<file path="src/rtl/mpk_pkg.sv">
// ----------------------------------------------------------------------------
// mpk_pkg: shared types and constants
// Command/status structs between controller and datapath, register indexes,
// reset values and operand codes for the escape-time kernel.
// ----------------------------------------------------------------------------
`default_nettype none
package mpk_pkg;

  localparam int ITER_WIDTH_DEF = 16;
  localparam int FRAC_BITS_DEF  = 28;

  localparam logic [31:0] LN2_Q32 = 32'd2977044472;

  localparam logic [15:0] ITER_LIMIT_RST = 16'd6000;
  localparam logic [23:0] ESC_BOUND_RST  = 24'd10000000;

  localparam int CFG_IDX_W = 8;
  localparam logic [CFG_IDX_W-1:0] REG_ITER_LIMIT = 8'd0;
  localparam logic [CFG_IDX_W-1:0] REG_ESC_BOUND  = 8'd1;

  // product being formed on the shared multiplier
  localparam logic [1:0] OP_XX = 2'd0;
  localparam logic [1:0] OP_YY = 2'd1;
  localparam logic [1:0] OP_XY = 2'd2;

  typedef struct packed {
    logic       load;       // take c, clear z and count
    logic       issue;      // issue one partial product
    logic [1:0] kidx;       // partial product index {a half, b half}
    logic [1:0] op;         // operand selection
    logic       latch;      // store finished product for op
    logic       mlatch;     // store |z|^2 for the log unit
    logic       update;     // advance z and count
    logic       log_start;  // start the log unit
    logic       out_load;   // load the output register
    logic       out_inside; // result is an inside point
  } cmd_t;

  typedef struct packed {
    logic esc;       // |z|^2 reached the bound
    logic lim;       // count reached the limit
    logic log_done;  // log result ready
    logic out_free;  // output register can take a result
  } stat_t;

endpackage
`default_nettype wire

</file>
<file path="src/rtl/mpk_ctrl.sv">
// ----------------------------------------------------------------------------
// mpk_ctrl: iteration sequencer
// Steps the shared multiplier through the three products of each iteration,
// checks for escape and limit, and hands the result to the output register.
// ----------------------------------------------------------------------------
`default_nettype none
module mpk_ctrl (
  input  wire logic          clk,
  input  wire logic          rst,
  input  wire logic          in_valid,
  output logic               in_ready,
  input  wire mpk_pkg::stat_t st,
  output mpk_pkg::cmd_t      cmd
);
  import mpk_pkg::*;

  localparam logic [3:0] S_IDLE  = 4'd0;
  localparam logic [3:0] S_MUL   = 4'd1;
  localparam logic [3:0] S_DRAIN = 4'd2;
  localparam logic [3:0] S_LATCH = 4'd3;
  localparam logic [3:0] S_CHECK = 4'd4;
  localparam logic [3:0] S_UPD   = 4'd5;
  localparam logic [3:0] S_LOGS  = 4'd6;
  localparam logic [3:0] S_LOGW  = 4'd7;
  localparam logic [3:0] S_OUT   = 4'd8;

  logic [3:0] state;
  logic [1:0] k;
  logic [1:0] op;
  logic       lim_hit;

  assign in_ready = (state == S_IDLE);

  always_comb begin
    cmd            = '0;
    cmd.load       = (state == S_IDLE) && in_valid;
    cmd.issue      = (state == S_MUL);
    cmd.kidx       = k;
    cmd.op         = op;
    cmd.latch      = (state == S_LATCH);
    cmd.mlatch     = (state == S_CHECK);
    cmd.update     = (state == S_UPD);
    cmd.log_start  = (state == S_LOGS);
    cmd.out_load   = (state == S_OUT) && st.out_free;
    cmd.out_inside = lim_hit;
  end

  always_ff @(posedge clk) begin
    if (rst) begin
      state   <= S_IDLE;
      k       <= 2'd0;
      op      <= OP_XX;
      lim_hit <= 1'b0;
    end else begin
      unique case (state)
        S_IDLE: begin
          if (in_valid) begin
            op    <= OP_XX;
            k     <= 2'd0;
            state <= S_MUL;
          end
        end
        S_MUL: begin
          k <= k + 2'd1;
          if (k == 2'd3) state <= S_DRAIN;
        end
        S_DRAIN: state <= S_LATCH;
        S_LATCH: begin
          priority if (op == OP_XX) begin
            op    <= OP_YY;
            state <= S_MUL;
          end else if (op == OP_YY) begin
            state <= S_CHECK;
          end else begin
            state <= S_UPD;
          end
        end
        S_CHECK: begin
          lim_hit <= st.lim;
          priority if (st.lim) begin
            state <= S_OUT;
          end else if (st.esc) begin
            state <= S_LOGS;
          end else begin
            op    <= OP_XY;
            state <= S_MUL;
          end
        end
        S_UPD: begin
          op    <= OP_XX;
          state <= S_MUL;
        end
        S_LOGS: state <= S_LOGW;
        S_LOGW: if (st.log_done) state <= S_OUT;
        S_OUT:  if (st.out_free) state <= S_IDLE;
        default: state <= S_IDLE;
      endcase
    end
  end

endmodule
`default_nettype wire

</file>
<file path="config.mk">
export PLATFORM = sky130hd
export DESIGN_NAME = mpk_ctrl
export DESIGN_NICKNAME = d
export VERILOG_FILES = /design/src/rtl/mpk_pkg.sv /design/src/rtl/mpk_ctrl.sv
export SDC_FILE = /design/constraint.sdc
export NUM_CORES = 1
export LEC_CHECK = 0
export BUFFER_PORTS_ARGS = -buffer_cell sky130_fd_sc_hd__buf_2
export CAP_MARGIN = 20
export CORE_AREA = 3 3 40 42
export DETAILED_ROUTE_END_ITERATION = 10
export DIE_AREA = 0 0 43 45
export PLACE_DENSITY = 0.71
export SLEW_MARGIN = 20
export SYNTH_ARGS = -nofsm -noshare
export SYNTH_HDL_FRONTEND = slang
export SYNTH_SLANG_ARGS = --single-unit
export TNS_END_PERCENT = 30
</file>
<file path="constraint.sdc">
create_clock -name clk -period 3 [get_ports clk]
set_clock_uncertainty 0.15 [all_clocks]
set_input_delay 0.6 -clock clk [delete_from_list [all_inputs] [get_ports clk]]
set_output_delay 0.6 -clock clk [all_outputs]
set_load 0.05 [all_outputs]
</file>
==> metrics.md <==
| Metric | Value |
|---|---|
| Synthesized Nets | `85` |
| Max stage delay on crit path | `~0.64 ns` |
| DR vias | `~590` |
| Crit path required time | `roughly 2.3 ns` |
| Routed Antenna Nets | `0` |
| IO Pins | `20` |
| Via/cell ratio | `around 5.4` |
| Min Clock Period, post-route | `between 2 and 2.5 ns` |
| Worst setup endpoint | `cmd[4]` |
| Final nets | `around 100` |
| Top post-synthesis cells by area | `dfxtp_1, nor2_1, a21oi_1` |
| Switching portion of total power | `39.2%` |
| Row count | `13` |
| Die ar. | `between 1500 and 2000 µm²` |
| Yosys Warn Count | `0` |
| Detail Placement HPWL | `1.03 mm` |
| GRT Total Usage | `about 16%` |
| Core Area | `between 1000 and 1500 µm²` |
| Sequential-to-total area share from yosys stat | `between 30 and 40%` |
| Ys flop type | `dfxtp_1` |
| Area added between synthesis and finish | `19.4%` |
| Worst Tran Pin Value | `about 0.51 ns` |
| Die Wd | `about 43 µm` |
| Hold slack | `0.350 ns` |
| Crit Reg-Reg Startpoint | `state[2]` |
| Mapped Area | `approximately 600 µm²` |
| Routed wire length per instance | `between 10 and 15 µm` |
| Leakage | `between 0.3 and 0.4 nW` |
| Status | `completed` |
| DR DRC count | `0` |
| TritonCTS clock tree | `built` |
| CTS Sinks | `9` |
| Skew-Pair Late Insertion Delay | `approximately 0.26 ns` |
| Starting Density | `between 40% and 50%` |
| Critical path capture point type | `output port` |
| Power per cell area | `roughly 500 nW/µm²` |
| Max-Cap Viols | `0` |
| Commonest cells in the netlist | `nor2_1, dfxtp_1, a21oi_1` |
| Crit share post-route | `81.5%` |
| Gate count of the mapped netlist | `77` |
| Top-count cell post-synth | `nor2_1` |
| P_int | `around 0.21 mW` |
| Achievable frequency | `around 400 MHz` |
| Hold Buf Count CTS | `0` |
| Comb power frac | `about a third` |
| Final hold vios | `0` |
| First-pass GRT wire length | `2.29 mm` |
| FFs w/ async S/R, synth | `0%` |
| Reg-to-reg critical path endpoint | `k[1]` |
| Worst min path class | `reg -> reg` |
| CP max stage cell | `dfxtp_1` |
| Vias in the first global route | `about 510` |
| DRT Pass-1 Iters | `4` |
| GRT Residual Overflow | `0` |
| CTS Buf Count | `3` |
| Reg clk slew, reported paths | `0.06 ns` |
| Max Root-Sink Buffers | `2` |
| Fraction of layout cells with a size suffix above 1 | `a little over a quarter` |
| Net Sw Power | `between 0.1 and 0.15 mW` |
| Hold Path Cell Cnt | `2` |
| CP Class | `reg -> out` |
| Post-synth EDFFs | `0` |
| Post-CTS Setup Inserts | `0` |
| Setup Total Neg Slack | `0 ns` |
| Largest net degree at the start of global routing | `17` |
| Share of the synthesized area in the top cell type | `30.7%` |
| CP max FO | `14` |
| Post-synth cell types | `32` |
| Critical path startpoint | `state[2]` |
| Drt total wl | `between 1 and 1.5 mm` |
| Seq cells post-synth | `9` |
| Clock group share of total power | `between 20% and 30%` |
| Worst VDD drop | `~0.00031 V` |
| Setup crit start kind | `flip-flop` |
| DRT iter0 DRCs | `18` |
| Root buffer cell | `clkbuf_4` |
| Final setup fails | `0` |
| Yosys top cell by area | `dfxtp_1` |
| Reg2reg setup slack | `around 1.3 ns` |
| Synth Area per Inst | `7.62 µm²` |
| WP data arrival | `between 1.5 and 2 ns` |
| Initial antenna violation count | `0` |
| Resize count post-CTS | `0` |
| Max Slew Vio Count | `0` |
| RSZ-0062 raised after global routing | `false` |
| Die Y | `45 µm` |
| Max_slew headroom | `66.1%` |
| # diodes | `0` |
| Critical-path cell list | `nand2b_1 -> nor3_2 -> buf_2` |
| Gpl congestion | `about 0.78` |
| Buffers on Ports | `19` |
| R2R cell count | `4` |
| Sequential cell fraction of total power | `40.7%` |
| H-tree Lvls | `1` |
==> metrics by stage <==
| stage | instances | total power [mW] | worst slack (ns) | instance area, µm² | utilization [%] |
|---|---|---|---|---|---|
| 2_1_floorplan | 77 | 0.234 | 0.288 | 587 | - |
| 3_3_place_gp | 105 | 0.258 | 0.906 | 674 | 52.5 |
| 3_5_place_dp | 105 | 0.260 | 0.856 | 674 | 52.5 |
| 4_1_cts | 109 | 0.357 | 0.570 | 701 | 54.5 |
| 5_1_grt | 109 | 0.376 | 0.426 | 701 | 54.5 |
| 6_report | 109 | 0.352 | 0.554 | 701 | 54.5 |
==> power groups by stage <==
| stage | combinational, mW | clock [mW] | sequential (mW) |
|---|---|---|---|
| 2_1_floorplan | 0.0830 | 0 | 0.151 |
| 3_3_place_gp | 0.114 | 0 | 0.145 |
| 3_5_place_dp | 0.115 | 0 | 0.146 |
| 4_1_cts | 0.115 | 0.0989 | 0.143 |
| 5_1_grt | 0.126 | 0.105 | 0.145 |
| 6_report | 0.115 | 0.0936 | 0.143 |
==> critical path, delay by kind of cell, from the launching register on <==
kind	cells	cell delay [ns]
flops	1	0.64
simple gates	2	0.47
buf+inv	1	0.32
==> how the worst min path moves through the flow <==
stage,from,endpoint,slack [ns]
3_3_place_gp,lim_hit,lim_hit,0.33
4_1_cts,lim_hit,lim_hit,0.35
6_report,lim_hit,lim_hit,0.35
5_1_grt,lim_hit,lim_hit,0.36
2_1_floorplan,lim_hit,lim_hit,0.31
3_5_place_dp,lim_hit,lim_hit,0.33
==> registers in the layout, indices dropped and copies added (netlist names) <==
register  flops
op            2
k             2
state         4
lim_hit       1
==> kinds of logic after synthesis <==
group                      share of synthesized area [%]
buffers and inverters                               5.76
adders and majority gates                           2.13
DFF                                                 30.7
muxes                                               3.41
and+or+nand+nor                                     35.2
AOI/OAI and AO/OA                                   22.8
==> cells in the final DEF (no fill, tap or decap), drive strengths merged, types with 2 or more instances in the layout <==
master,netlist,layout
buf,2,19
nor2,10,10
dfxtp,9,9
a21oi,7,7
o21ai,5,5
nor3,5,5
nand2b,4,4
nand2,4,4
clkbuf,4,4
and3,2,2
inv,2,2
nand3,2,2
mux2i,2,2
a31oi,2,2
o31ai,2,2
nor4,2,2
==> routing by layer <==
| layer | up-vias | GRT usage [%] | part of all wire (%) |
|---|---|---|---|
| met5 | - | 0 | 0 |
| met4 | 0 | 10.8 | 1.1 |
| met3 | 2 | 3.19 | 3.9 |
| met2 | 9 | 20.7 | 43 |
| met1 | 270 | 22.9 | 52 |
| li1 | 313 | - | - |
==> layout make-up <==
| type | count | area, µm² |
|---|---|---|
| clock buffer | 4 | 26.3 |
| fill | 135 | 584 |
| inverter | 2 | 7.51 |
| multi-input combinational | 60 | 373 |
| sequential | 9 | 180 |
| tap | 15 | 18.8 |
| timing repair buffer | 19 | 95.1 |
(Power assumes the default switching activity.)
