==> config.mk <==
export PLATFORM = sky130hd
export DESIGN_NAME = mpk_log
export DESIGN_NICKNAME = d
export VERILOG_FILES = /design/src/rtl/mpk_pkg.sv /design/src/rtl/mpk_log.sv
export SDC_FILE = /design/constraint.sdc
export NUM_CORES = 2
export LEC_CHECK = 0
export ABC_CLOCK_PERIOD_IN_PS = 13300
export BUFFER_PORTS_ARGS = -buffer_cell sky130_fd_sc_hd__buf_2
export CAP_MARGIN = 25
export CORE_MARGIN = 5
export CORE_UTILIZATION = 35
export DETAILED_ROUTE_END_ITERATION = 12
export HOLD_SLACK_MARGIN = 0.12
export PLACE_DENSITY = 0.54
export SKIP_CTS_REPAIR_TIMING = 1
export SYNTH_ARGS = -nofsm -noshare
export SYNTH_HDL_FRONTEND = slang
export SYNTH_SLANG_ARGS = --single-unit
==> constraint.sdc <==
create_clock -name clk -period 13.3 [get_ports clk]
set_clock_uncertainty 0.05 [all_clocks]
set_input_delay 0.665 -clock clk [delete_from_list [all_inputs] [get_ports clk]]
set_output_delay 0.665 -clock clk [all_outputs]
set_load 0.01 [all_outputs]
==> src/rtl/mpk_pkg.sv <==
// ----------------------------------------------------------------------------
// mpk_pkg: shared types and constants
// Command/status structs between controller and datapath, register indexes,
// reset values and operand codes for the escape-time kernel.
// ----------------------------------------------------------------------------
`default_nettype none
package mpk_pkg;

  localparam int ITER_WIDTH_DEF = 16;
  localparam int FRAC_BITS_DEF  = 28;

  localparam logic [31:0] LN2_Q32 = 32'd2977044472;

  localparam logic [15:0] ITER_LIMIT_RST = 16'd6000;
  localparam logic [23:0] ESC_BOUND_RST  = 24'd10000000;

  localparam int CFG_IDX_W = 8;
  localparam logic [CFG_IDX_W-1:0] REG_ITER_LIMIT = 8'd0;
  localparam logic [CFG_IDX_W-1:0] REG_ESC_BOUND  = 8'd1;

  // product being formed on the shared multiplier
  localparam logic [1:0] OP_XX = 2'd0;
  localparam logic [1:0] OP_YY = 2'd1;
  localparam logic [1:0] OP_XY = 2'd2;

  typedef struct packed {
    logic       load;       // take c, clear z and count
    logic       issue;      // issue one partial product
    logic [1:0] kidx;       // partial product index {a half, b half}
    logic [1:0] op;         // operand selection
    logic       latch;      // store finished product for op
    logic       mlatch;     // store |z|^2 for the log unit
    logic       update;     // advance z and count
    logic       log_start;  // start the log unit
    logic       out_load;   // load the output register
    logic       out_inside; // result is an inside point
  } cmd_t;

  typedef struct packed {
    logic esc;       // |z|^2 reached the bound
    logic lim;       // count reached the limit
    logic log_done;  // log result ready
    logic out_free;  // output register can take a result
  } stat_t;

endpackage
`default_nettype wire

==> src/rtl/mpk_log.sv <==
// ----------------------------------------------------------------------------
// mpk_log: iterative half natural log
// Normalizes one bit a cycle, then 24 squaring steps on a 32-bit mantissa,
// then scales log2 by ln2/2 into unsigned Q8.16.
// ----------------------------------------------------------------------------
`default_nettype none
module mpk_log #(
  parameter int FRAC_BITS = mpk_pkg::FRAC_BITS_DEF
) (
  input  wire logic        clk,
  input  wire logic        rst,
  input  wire logic        start,
  input  wire logic [63:0] mag,
  output logic             done,
  output logic [23:0]      result
);
  import mpk_pkg::*;

  localparam logic [2:0] L_IDLE = 3'd0;
  localparam logic [2:0] L_NORM = 3'd1;
  localparam logic [2:0] L_MUL  = 3'd2;
  localparam logic [2:0] L_STEP = 3'd3;
  localparam logic [2:0] L_PROD = 3'd4;
  localparam logic [2:0] L_OUT  = 3'd5;

  localparam logic [5:0] FB = 6'(FRAC_BITS);

  logic [2:0]  state;
  logic [63:0] norm;
  logic [5:0]  p;
  logic [31:0] mant;
  logic [63:0] sq;
  logic [23:0] frac;
  logic [4:0]  step;
  logic [61:0] prod;
  logic [32:0] t;
  logic        pos;
  logic [29:0] lv;

  assign t   = sq[63:31];
  assign pos = (p > FB) || ((p == FB) && (frac != 24'd0));
  assign lv  = {p - FB, frac};

  always_ff @(posedge clk) begin
    if (rst) begin
      state <= L_IDLE;
      done  <= 1'b0;
    end else begin
      done <= 1'b0;
      unique case (state)
        L_IDLE: begin
          if (start) begin
            norm  <= mag;
            p     <= 6'd63;
            frac  <= 24'd0;
            step  <= 5'd0;
            state <= (mag == 64'd0) ? L_OUT : L_NORM;
            prod  <= 62'd0;
          end
        end
        L_NORM: begin
          if (norm[63]) begin
            mant  <= norm[63:32];
            state <= L_MUL;
          end else begin
            norm <= {norm[62:0], 1'b0};
            p    <= p - 6'd1;
          end
        end
        L_MUL: begin
          sq    <= 64'(mant) * 64'(mant);
          state <= L_STEP;
        end
        L_STEP: begin
          frac <= {frac[22:0], t[32]};
          mant <= t[32] ? t[32:1] : t[31:0];
          step <= step + 5'd1;
          state <= (step == 5'd23) ? L_PROD : L_MUL;
        end
        L_PROD: begin
          prod  <= pos ? 62'(lv) * 62'(LN2_Q32) : 62'd0;
          state <= L_OUT;
        end
        L_OUT: begin
          result <= 24'(prod >> 41);
          done   <= 1'b1;
          state  <= L_IDLE;
        end
        default: state <= L_IDLE;
      endcase
    end
  end

endmodule
`default_nettype wire

==> flow_results.xml <==
<?xml version="1.0" encoding="UTF-8"?>
<metrics>
  <group name="run_status">
    <metric name="outcome" unit="">complete, no violations</metric>
  </group>
  <group name="cells_and_area">
    <metric name="area_growth" unit="%">6.77</metric>
    <metric name="nets" unit="">7145</metric>
    <metric name="fin_cells" unit="">7347</metric>
    <metric name="drive_gt1_share" unit="%">4.00</metric>
    <metric name="layout.filler_cells" unit="">15100</metric>
  </group>
  <group name="global_routing">
    <metric name="grt_start_max_net_pins" unit="">91</metric>
    <metric name="overflow" unit="">0</metric>
    <metric name="grt_pass1_wl" unit="mm">219</metric>
    <metric name="first_global_vias" unit="">38600</metric>
    <metric name="grt_util_all_layers" unit="%">17.8</metric>
    <metric name="grt_antenna_before_repair" unit="">6</metric>
  </group>
  <group name="logic_synthesis">
    <metric name="synth_sequential_area_ratio" unit="%">11.9</metric>
    <metric name="postSynthAreaPerCell" unit="um2">9.87</metric>
    <metric name="synth_top_flop_cell" unit="">edfxtp_1</metric>
    <metric name="synth_largest_type_area_fraction" unit="%">43.0</metric>
    <metric name="post-synth-top-area-cell" unit="">fa_1</metric>
    <metric name="synth_enable_flop_cells" unit="">206</metric>
    <metric name="post_synth_main_area_contributors" unit="">fa_1 (43%), ha_1 (15%), edfxtp_1 (12%), inv_1 (11%), nand2_1 (3.4%)</metric>
    <metric name="synth.distinct_cells" unit="">69</metric>
    <metric name="syn_area" unit="um2">52500</metric>
    <metric name="asyncSetResetFlopFracSynth" unit="%">0</metric>
    <metric name="yosys_warnings" unit="">0</metric>
    <metric name="synth-seq-cells" unit="">210</metric>
    <metric name="syn-instance-count" unit="">5316</metric>
  </group>
  <group name="sta">
    <metric name="slew_violations" unit="">0</metric>
    <metric name="min_period_over_period" unit="%">70.0</metric>
    <metric name="fmaxAchievable" unit="MHz">107</metric>
    <metric name="setup_tns" unit="ns">0</metric>
    <metric name="worst_pin_slew" unit="ns">1.02</metric>
    <metric name="fin_crit" unit="ns">9.31</metric>
    <metric name="grt_setup_unrepaired" unit="">no</metric>
    <metric name="finalSetupViolations" unit="">0</metric>
    <metric name="max-slew-margin-rel" unit="%">31.7</metric>
    <metric name="hold_viol" unit="">0</metric>
  </group>
  <group name="drt">
    <metric name="wl_per_cell" unit="um">18.6</metric>
    <metric name="post-route-drc-count" unit="">0</metric>
    <metric name="num_vias" unit="">34800</metric>
    <metric name="first_iteration_detailed_routing_drc_count" unit="">1983</metric>
    <metric name="via_per_inst" unit="">4.73</metric>
    <metric name="first_pass_iters" unit="">5</metric>
    <metric name="totalWireLength" unit="mm">136</metric>
    <metric name="drt.antenna.violating_nets" unit="">0</metric>
  </group>
  <group name="cts">
    <metric name="cts.clk_slew.worst_paths" unit="ns">0.06</metric>
    <metric name="h-tree-depth" unit="">1</metric>
    <metric name="cts_num_sinks" unit="">210</metric>
    <metric name="clock_path_buffers" unit="">3</metric>
    <metric name="cts_tree" unit="">built</metric>
    <metric name="clock_insertion_delay_worst_skew" unit="ns">0.60</metric>
    <metric name="cts_made_buffers" unit="">25</metric>
    <metric name="ctsRootBufferMaster" unit="">clkbuf_16</metric>
  </group>
  <group name="worst_setup_path">
    <metric name="timing.critical_path.required" unit="ns">13.60</metric>
    <metric name="critical_path.startpoint_type" unit="">flip-flop</metric>
    <metric name="crit_path_cell_trace" unit="">ha_1, xor2_1, inv_1, xnor2_1, inv_1, fa_1, fa_1, fa_1, fa_1, fa_1, inv_1, fa_1, ha_1, ha_1, nand3_1, nor2_1, nand4_1, a21oi_1, o41ai_1, a211oi_1, o21ai_0, and2_1, o21ai_0, mux2_2</metric>
    <metric name="crit_arrival" unit="ns">9.61</metric>
    <metric name="crit_family" unit="">adder cells</metric>
    <metric name="crit_top_cell" unit="">fa_1</metric>
    <metric name="crit_start" unit="">p[2]$_SDFFCE_PN1P_</metric>
    <metric name="critical-path-slowest-cell" unit="">xor2_1</metric>
    <metric name="critical_path_buf_inv_count" unit="">3</metric>
    <metric name="setup_crit_path_kind" unit="">reg -&gt; reg</metric>
    <metric name="r2r_start" unit="">p[2]$_SDFFCE_PN1P_</metric>
    <metric name="end_kind" unit="">flip-flop</metric>
    <metric name="path_max_fanout" unit="">11</metric>
    <metric name="max_stage_delay" unit="ns">0.80</metric>
  </group>
  <group name="floorplan">
    <metric name="die_area" unit="um2">158000</metric>
    <metric name="fp.dieH" unit="um">397</metric>
    <metric name="initial_core_util" unit="%">35.1</metric>
    <metric name="placementRows" unit="">142</metric>
    <metric name="boundaryPins" unit="">92</metric>
    <metric name="coreArea" unit="um2">149000</metric>
    <metric name="floorplan.die.width" unit="um">397</metric>
  </group>
  <group name="place">
    <metric name="placement.io_buffers" unit="">88</metric>
    <metric name="gp_routability_congestion" unit="">0.904</metric>
    <metric name="placedCellCount" unit="">7299</metric>
    <metric name="place_hpwl" unit="mm">110</metric>
  </group>
  <group name="run">
    <metric name="drv_cap" unit="">0</metric>
  </group>
  <group name="worst_hold_path">
    <metric name="hold_path.class" unit="">in -&gt; reg</metric>
    <metric name="hp-start" unit="">mag[15]</metric>
  </group>
</metrics>
[worst min-delay path, delay by kind of cell]
family	cells	cell delay, ns
and+or+nand+nor	2	0.08
buffers and inverters	1	0.09
[cell usage in the layout, fill, tap and decap left out, types with 57 or more instances in the layout]
cell and count:
inv_1 1547, fa_1 1127, ha_1 640, nand2_1 470, and2_1 233, edfxtp_1 206, nor2_1 128, a21oi_1 124
buf_2 89, o21ai_0 86, a21o_1 71, nand3b_1 63, xnor2_1 57
[through the flow]
| stage | hold WS, ns | setup WS (ns) | instance area, um2 | utilization, % |
|---|---|---|---|---|
| global route | 0.318 | 3.55 | 56000 | 37.5 |
| floorplan | 0.350 | 0.794 | 52500 | - |
| finish | 0.335 | 3.99 | 56000 | 37.5 |
| global placement | 0.353 | 4.16 | 55200 | 36.9 |
| detailed placement | 0.357 | 4.03 | 55200 | 37.0 |
| CTS | 0.303 | 3.98 | 56000 | 37.5 |
[synth_stat cells (9+ instances only)]
cell type,number
o21bai_1,19
clkbuf_1,160
nand4_1,30
o21ai_0,86
nor2_1,129
and3_1,18
a31o_2,11
nor2b_1,14
nor3_1,16
and2_1,233
inv_1,1547
nand2_1,470
nand3_1,29
fa_1,1127
nand3b_1,63
a31oi_1,18
mux2i_1,37
nor4_1,24
ha_1,640
xnor2_1,57
a21oi_1,125
edfxtp_1,206
a21o_1,71
or2_2,9
xor2_1,50
[metal layers]
metal	up-vias	routed length, um	global-route usage, %
met5	-	11	0
met4	2	3000	3.58
met3	149	8160	2.80
met2	841	64700	29.5
met1	17800	60500	24.8
li1	16000	-	-
[layout make-up]
type	instances	area, um2	area share, %
inverters	1547	5810	10.4
clock buffers	27	633	1.13
well taps	2016	2520	4.50
repair buffers	137	818	1.46
flip-flops and latches	210	6270	11.2
diodes	1	2.50	0.00447
multi-input cells	3390	39800	71.1
clock inverters	19	165	0.295
[final timing paths]
check,to,slack [ns],cells past startpoint
hold / removal,norm[15]$_DFFE_PP_,0.34,3
hold reg to reg,result[14]$_DFFE_PP_,0.37,0
setup / recovery,prod[61]$_SDFFCE_PN0P_,3.99,24
setup reg to reg,prod[61]$_SDFFCE_PN0P_,3.99,24
[cells by family after synthesis]
family / share of synthesized area [%]
adders and majority gates: 58.3
muxes: 0.749
DFF: 11.9
and+or+nand+nor: 9.87
buffers and inverters: 12.3
xor gates and xnor gates: 1.79
AOI/OAI and AO/OA: 5.06
other: 0.00715
[flip-flops by register name, summed over array words and instances, names as in the netlist]
register	count
norm	64
result	21
prod	21
state	3
p	6
frac	24
done	1
sq	33
mant	32
step	5
Power is left out: the tool's default activity adds up to more than one toggle a clock period on the data nets, which glitch-free logic cannot reach.
